==> src/rtl/ldf_pkg.sv <==
// ----------------------------------------------------------------------------
// ldf_pkg
// Shared types and constants for the length-prefixed deframer.
// ----------------------------------------------------------------------------
package ldf_pkg;

  localparam int unsigned HEADER_BYTES = 4;
  localparam int unsigned HDR_CNT_W    = (HEADER_BYTES > 1) ? $clog2(HEADER_BYTES) : 1;
  localparam logic [HDR_CNT_W-1:0] HDR_LAST = HDR_CNT_W'(HEADER_BYTES - 1);

  localparam int unsigned BYTE_W = 8;
  localparam int unsigned LEN_W  = 32;
  localparam int unsigned DATA_W = 32;
  localparam int unsigned ADDR_W = 3;

  localparam logic [LEN_W-1:0] MAX_PAYLOAD_RST = LEN_W'(4096);

  // Register indexes, taken from paddr[2]
  localparam logic REG_MAX_PAYLOAD = 1'b0;

  typedef enum logic [2:0] {
    PH_HEADER = 3'b001,
    PH_PASS   = 3'b010,
    PH_SKIP   = 3'b100
  } phase_e;

  typedef struct packed {
    logic [BYTE_W-1:0] payload_byte;
    logic              frame_last;
    logic              frame_empty;
  } result_t;

endpackage

==> src/rtl/ldf_cfg_regs.sv <==
// ----------------------------------------------------------------------------
// ldf_cfg_regs
// APB-style register file holding the maximum payload length.
// ----------------------------------------------------------------------------
module ldf_cfg_regs import ldf_pkg::*; (
  input  logic              clk_i,
  input  logic              rst_ni,
  input  logic              psel,
  input  logic              penable,
  input  logic              pwrite,
  input  logic [ADDR_W-1:0] paddr,
  input  logic [DATA_W-1:0] pwdata,
  output logic [DATA_W-1:0] prdata,
  output logic              pready,
  output logic [LEN_W-1:0]  max_payload_o
);

  logic [LEN_W-1:0] max_payload_q;
  logic [LEN_W-1:0] max_payload_d;
  logic             wr_en;

  assign pready = 1'b1;
  assign wr_en  = psel && penable && pwrite && pready;

  always_comb begin
    max_payload_d = max_payload_q;
    if (wr_en && (paddr[2] == REG_MAX_PAYLOAD)) begin
      max_payload_d = LEN_W'(pwdata);
    end
  end

  always_ff @(posedge clk_i or negedge rst_ni) begin
    if (!rst_ni) begin
      max_payload_q <= MAX_PAYLOAD_RST;
    end else begin
      max_payload_q <= max_payload_d;
    end
  end

  // Unused locations read as zero
  assign prdata        = (paddr[2] == REG_MAX_PAYLOAD) ? DATA_W'(max_payload_q) : '0;
  assign max_payload_o = max_payload_q;

endmodule

==> src/rtl/ldf_parser.sv <==
// ----------------------------------------------------------------------------
// ldf_parser
// Header gathering, payload pass and skip control; one byte per cycle while take_i is high.
// ----------------------------------------------------------------------------
module ldf_parser import ldf_pkg::*; (
  input  logic              clk_i,
  input  logic              rst_ni,
  input  logic              take_i,
  input  logic [BYTE_W-1:0] stream_byte_i,
  input  logic [LEN_W-1:0]  max_payload_i,
  output logic              res_valid_o,
  output result_t           res_o
);

  phase_e                phase_q, phase_d;
  logic [HDR_CNT_W-1:0]  hdr_cnt_q, hdr_cnt_d;
  logic [LEN_W-1:0]      len_shift_q, len_shift_d;
  logic [LEN_W-1:0]      bytes_left_q, bytes_left_d;
  logic [LEN_W-1:0]      len_next;
  logic                  last_left;

  assign len_next  = {len_shift_q[LEN_W-BYTE_W-1:0], stream_byte_i};
  assign last_left = (bytes_left_q == LEN_W'(1));

  always_comb begin
    phase_d      = phase_q;
    hdr_cnt_d    = hdr_cnt_q;
    len_shift_d  = len_shift_q;
    bytes_left_d = bytes_left_q;
    res_valid_o  = 1'b0;
    res_o        = '{payload_byte: stream_byte_i, frame_last: 1'b0, frame_empty: 1'b0};
    if (take_i) begin
      unique case (phase_q)
        PH_PASS: begin
          bytes_left_d      = bytes_left_q - LEN_W'(1);
          res_valid_o       = 1'b1;
          res_o.frame_last  = last_left;
          if (last_left) begin
            phase_d = PH_HEADER;
          end
        end
        PH_SKIP: begin
          bytes_left_d = bytes_left_q - LEN_W'(1);
          if (last_left) begin
            phase_d = PH_HEADER;
          end
        end
        default: begin
          phase_d = PH_HEADER;
          if (hdr_cnt_q != HDR_LAST) begin
            hdr_cnt_d   = hdr_cnt_q + HDR_CNT_W'(1);
            len_shift_d = len_next;
          end else begin
            hdr_cnt_d   = '0;
            len_shift_d = '0;
            if (len_next == '0) begin
              res_valid_o = 1'b1;
              res_o       = '{payload_byte: '0, frame_last: 1'b1, frame_empty: 1'b1};
            end else begin
              bytes_left_d = len_next;
              phase_d      = (len_next > max_payload_i) ? PH_SKIP : PH_PASS;
            end
          end
        end
      endcase
    end
  end

  always_ff @(posedge clk_i or negedge rst_ni) begin
    if (!rst_ni) begin
      phase_q      <= PH_HEADER;
      hdr_cnt_q    <= '0;
      len_shift_q  <= '0;
      bytes_left_q <= '0;
    end else begin
      phase_q      <= phase_d;
      hdr_cnt_q    <= hdr_cnt_d;
      len_shift_q  <= len_shift_d;
      bytes_left_q <= bytes_left_d;
    end
  end

endmodule

==> src/rtl/ldf_out_buf.sv <==
// ----------------------------------------------------------------------------
// ldf_out_buf
// Result register with a skid stage behind it.
// ----------------------------------------------------------------------------
module ldf_out_buf import ldf_pkg::*; (
  input  logic    clk_i,
  input  logic    rst_ni,
  input  logic    push_i,
  input  result_t push_data_i,
  output logic    space_o,
  output logic    out_valid_o,
  input  logic    out_ready_i,
  output result_t out_data_o
);

  logic    out_valid_q, out_valid_d;
  logic    skid_valid_q, skid_valid_d;
  result_t out_q, out_d;
  result_t skid_q, skid_d;
  logic    load_out;

  assign load_out = !out_valid_q || out_ready_i;

  always_comb begin
    out_valid_d  = out_valid_q;
    skid_valid_d = skid_valid_q;
    out_d        = out_q;
    skid_d       = skid_q;
    if (load_out) begin
      // Drain the skid first; a push only arrives while the skid is empty
      out_valid_d  = skid_valid_q || push_i;
      out_d        = skid_valid_q ? skid_q : push_data_i;
      skid_valid_d = 1'b0;
    end else if (push_i) begin
      skid_valid_d = 1'b1;
      skid_d       = push_data_i;
    end
  end

  always_ff @(posedge clk_i or negedge rst_ni) begin
    if (!rst_ni) begin
      out_valid_q  <= 1'b0;
      skid_valid_q <= 1'b0;
    end else begin
      out_valid_q  <= out_valid_d;
      skid_valid_q <= skid_valid_d;
    end
  end

  always_ff @(posedge clk_i) begin
    out_q  <= out_d;
    skid_q <= skid_d;
  end

  assign space_o     = !skid_valid_q;
  assign out_valid_o = out_valid_q;
  assign out_data_o  = out_q;

endmodule

==> src/rtl/length_prefixed_deframer_core.sv <==
// ----------------------------------------------------------------------------
// length_prefixed_deframer_core
// Splits a byte stream into messages with a 4-byte big-endian length prefix.
// ----------------------------------------------------------------------------
// The block takes one stream byte per clock while in_ready_o is high and
// registers its result, if any, in the output buffer. Header bytes and the
// payload of an oversized message (length above max_payload) give no result;
// every payload byte of an accepted message gives one result, the final one
// with frame_last set; a zero-length message gives a single result with
// frame_empty and frame_last set and payload_byte zero. The sustained rate is
// one byte per cycle: the parser updates its counters on every accepted byte
// and a result register plus one skid entry sit on the output, so in_ready_o
// drops only once both hold results that the sink has not taken. max_payload
// is sampled when a header completes; write it while the stream is idle.
// ----------------------------------------------------------------------------
module length_prefixed_deframer_core import ldf_pkg::*; (
  input  logic              clk_i,
  input  logic              rst_ni,
  // Stream input
  input  logic              in_valid_i,
  output logic              in_ready_o,
  input  logic [BYTE_W-1:0] stream_byte_i,
  // Result output
  output logic              out_valid_o,
  input  logic              out_ready_i,
  output logic [BYTE_W-1:0] payload_byte_o,
  output logic              frame_last_o,
  output logic              frame_empty_o,
  // Configuration port
  input  logic              psel,
  input  logic              penable,
  input  logic              pwrite,
  input  logic [ADDR_W-1:0] paddr,
  input  logic [DATA_W-1:0] pwdata,
  output logic [DATA_W-1:0] prdata,
  output logic              pready
);

  logic [LEN_W-1:0] max_payload;
  logic             take;
  logic             res_valid;
  result_t          res;
  result_t          out_data;

  // Accept a request whenever the skid entry is free
  assign take = in_valid_i && in_ready_o;

  ldf_cfg_regs u_cfg_regs (
    .clk_i         (clk_i),
    .rst_ni        (rst_ni),
    .psel          (psel),
    .penable       (penable),
    .pwrite        (pwrite),
    .paddr         (paddr),
    .pwdata        (pwdata),
    .prdata        (prdata),
    .pready        (pready),
    .max_payload_o (max_payload)
  );

  ldf_parser u_parser (
    .clk_i         (clk_i),
    .rst_ni        (rst_ni),
    .take_i        (take),
    .stream_byte_i (stream_byte_i),
    .max_payload_i (max_payload),
    .res_valid_o   (res_valid),
    .res_o         (res)
  );

  ldf_out_buf u_out_buf (
    .clk_i       (clk_i),
    .rst_ni      (rst_ni),
    .push_i      (res_valid),
    .push_data_i (res),
    .space_o     (in_ready_o),
    .out_valid_o (out_valid_o),
    .out_ready_i (out_ready_i),
    .out_data_o  (out_data)
  );

  assign payload_byte_o = out_data.payload_byte;
  assign frame_last_o   = out_data.frame_last;
  assign frame_empty_o  = out_data.frame_empty;

endmodule

==> config.mk <==
export PLATFORM = sky130hd
export DESIGN_NAME = length_prefixed_deframer_core
export DESIGN_NICKNAME = d
export VERILOG_FILES = /design/src/rtl/ldf_pkg.sv /design/src/rtl/ldf_cfg_regs.sv /design/src/rtl/ldf_parser.sv /design/src/rtl/ldf_out_buf.sv /design/src/rtl/length_prefixed_deframer_core.sv
export SDC_FILE = /design/constraint.sdc
export NUM_CORES = 1
export LEC_CHECK = 0
export ABC_AREA = 0
export ABC_CLOCK_PERIOD_IN_PS = 3480
export BUFFER_PORTS_ARGS = -buffer_cell sky130_fd_sc_hd__buf_2
export CAP_MARGIN = 25
export CORE_ASPECT_RATIO = 2
export CORE_MARGIN = 10
export CORE_UTILIZATION = 58
export DETAILED_ROUTE_END_ITERATION = 10
export GPL_TIMING_DRIVEN = 0
export PLACE_DENSITY = 0.81
export SLEW_MARGIN = 20
export SYNTH_ARGS = -nofsm -noshare
export SYNTH_HDL_FRONTEND = slang
export SYNTH_SLANG_ARGS = --single-unit
==> constraint.sdc <==
create_clock -name clk_i -period 3.48 [get_ports clk_i]
set_input_delay 0.348 -clock clk_i [delete_from_list [all_inputs] [get_ports clk_i]]
set_output_delay 0.348 -clock clk_i [all_outputs]
set_load 0.005 [all_outputs]
==> qor.txt <==
CP endpoint kind: register
Max Cap Viol: 0
Dpl hpwl: 15.0 mm
Hold Crit Depth: 2
Die area: 0.0159 sq mm
Net switching power: 2.20 mW
DRC viols: 0
Final Hold Fails: 0
Mean post-synth cell area: 9.53 sq um
RSZ-0062 raised after global routing: no
Status: finished clean
Largest family of logic cells by synthesized area: simple AND/OR/NAND/NOR gates
Synthesized cell area: 0.00643 sq mm
Worst-Skew Late Latency: 420 ps
CP required: 3520 ps
Drt pass-1 iters: 7
Nets: 872
Max Slew Vio Count: 0
Share of power burned in registers: 39.4%
Simple-Gate Fraction of Synth Area: 21.6%
Compound-cell area share of the yosys netlist: 12.9%
Layout area overhead: 19.6%
Horiz. Die Dim: 94.4 um
Post-route clock skew: 7.74 ps
Post-synthesis cell type count: 64
Pleak: 3.56 nW
Yosys top cell by area: dfrtp_1
Htree depth: 4
CTS tree: yes
Vias: 5744
Core area: 0.0109 sq mm
Num CTS Buffers: 17
CP Max Fanout: 10
Initial Util: 59.1%
Crit path DAT: 2920 ps
Cts hold-fix bufs: 1
Std-Cell Rows: 54
Root buf cell: clkbuf_16
Layout cells sized above 1: 24.0%
XOR/XNOR Fraction of Synth Area: 0%
Number of clock sinks: 115
Top-count cell post-synth: dfrtp_1
Sequential area share after synthesis: 46.4%
Fin util: 70.6%
Post-synth top cells: dfrtp_1, nand2_1, nor2_1
Port bufs: 91
Boundary pin count: 95
CTS Buffer Depth: 2
P per Cell Area: 750 mW/mm^2
Internal Pwr Total: 3.57 mW
Post-route setup TNS: 0 ps
Clock transition at path regs: 60 ps
Post-Synth Adder-Cell Area: 6.81%
Global route total overflow: 0
Largest net degree at the start of global routing: 73
DRT iter0 DRCs: 478
First-pass GRT wire length: 32.4 mm
Min setup slack post-route: 596 ps
Fmax: 0.347 GHz
Async set or reset register ratio after synthesis: 82.6%
Post-CTS Setup Bufs: 0
Switching Share: 38.1%
Post-synthesis mux area share: 6.83%
WL/cell: 21.5 um
Final Setup Violations: 0
Tot GR Track Use: 26.5%
Post-cts gate resize count: 0
Worst hold margin: 160 ps
Post-place setup slack: 615 ps
R2R cell count: 5
Antenna diodes: 0
DRT Wirelength: 20.2 mm
WS Path Type: register to register
Worst-Margin Slew: 841 ps
GP Congestion: 0.961
Worst Setup Start Kind: register
Clock share of power: 29.3%
Vias per inst: 6.11
Top FF cell, synth: dfrtp_1
Area contributors post-synth: dfrtp_1, edfxtp_1, mux2_2
Syn_nets: 759
Number of global-route vias before repair: 6213
Pwr Total: 5.76 mW
Post-synthesis register bit count: 115
Yosys warns: 0
Antenna violations before repair: 0
VDD IR-drop max: 0.000487 V
Chip height: 169 um
Worst hold path class: input port to register
Comb pwr share: 31.3%
Final period util: 82.9%
Post-synth EDFFs: 20
Top cell type's share of synthesized area: 36.2%
Antenna-violating nets left: 0
Final critical-path required period: 2880 ps
Mapped Cells: 674
Slew HR: 43.2%
[layer usage]
| metal | GRT usage, % | vias to the layer above | part of all wire [%] |
|---|---|---|---|
| met5 | 0 | - | 0 |
| met4 | 20.1 | 0 | 7.3 |
| met3 | 6.11 | 97 | 6.0 |
| met2 | 45.7 | 260 | 52 |
| met1 | 26.2 | 2761 | 34 |
| li1 | - | 2626 | - |
[layout make-up]
| class | count | area, sq um |
|---|---|---|
| buffer | 37 | 188 |
| clock buffer | 17 | 425 |
| clock inverter | 15 | 145 |
| fill | 840 | 3190 |
| inverter | 42 | 158 |
| multi-input combinational | 480 | 3110 |
| sequential | 115 | 2980 |
| tap | 140 | 175 |
| timing repair buffer | 94 | 507 |
[metrics by stage]
step                      cell area (sq um)  std cells
final                                  7680        940
after global placement                 7060        905
after detailed placement               7100        907
after global routing                   7680        940
after CTS                              7680        940
after floorplan                        6430        674
[worst paths after layout]
path / from / endpoint / slack, ps
max reg2reg: u_parser.len_shift_q[4]$_DFFE_PN0P_ / u_out_buf.skid_q[3]$_DFFE_PP_ / 600
min in group asynchronous: rst_ni / u_cfg_regs.max_payload_o[6]$_DFFE_PN0P_ / 340
max in group asynchronous: rst_ni / u_parser.phase_q[0]$_DFFE_PN1P_ / 2460
min reg2reg: u_cfg_regs.max_payload_o[5]$_DFFE_PN0P_ / u_cfg_regs.max_payload_o[5]$_DFFE_PN0P_ / 500
max: u_parser.len_shift_q[4]$_DFFE_PN0P_ / u_out_buf.skid_q[3]$_DFFE_PP_ / 600
min: pwdata[6] / u_cfg_regs.max_payload_o[6]$_DFFE_PN0P_ / 160
[power by group through the flow]
stage                     clock, mW  sequential, mW  combinational, mW
after floorplan                   0            2.09               1.29
after global placement            0            2.24               1.68
after detailed placement          0            2.27               1.76
after CTS                      1.71            2.25               1.79
after global routing           1.76            2.31               2.03
final                          1.69            2.27               1.80
[sequential cells by signal, indices dropped and copies added (netlist names), 2 cells and up]
name / count
u_cfg_regs.max_payload_o: 32
u_parser.bytes_left_q: 32
u_parser.len_shift_q: 24
u_out_buf.out_data_o: 10
u_out_buf.skid_q: 10
u_parser.phase_q: 3
u_parser.hdr_cnt_q: 2
[logic make-up (layout without fill, tap and decap cells)]
family / after synthesis / in the layout
buffers and inverters: 79 / 205
flip-flops: 115 / 115
other: 1 / 1
multiplexers: 39 / 39
adder cells (fa/ha/maj): 35 / 35
AO/OA/AOI/OAI: 136 / 136
AND/OR/NAND/NOR: 269 / 269
[critical path: stages (launching register included)]
cell and delay (ps):
dfrtp_1 470, nor4_1 580, and4_1 330, a31oi_1 120, or2_2 330, nor3_2 670
[placed cells by master, fill, tap and decap left out, types with 7 or more instances in the layout]
cell type	n
dfrtp_1	93
inv_1	42
edfxtp_1	20
nand3b_1	26
buf_2	92
and4_1	7
nand2_1	82
nor3_1	17
nor2_1	71
mux2_2	39
ha_1	35
inv_6	7
nand4_1	10
clkbuf_1	28
clkbuf_16	17
nor4_1	15
o21ai_0	29
nand3_1	10
o22ai_1	8
a21oi_1	52
No activity file was read; power rests on OpenSTA's default activity.
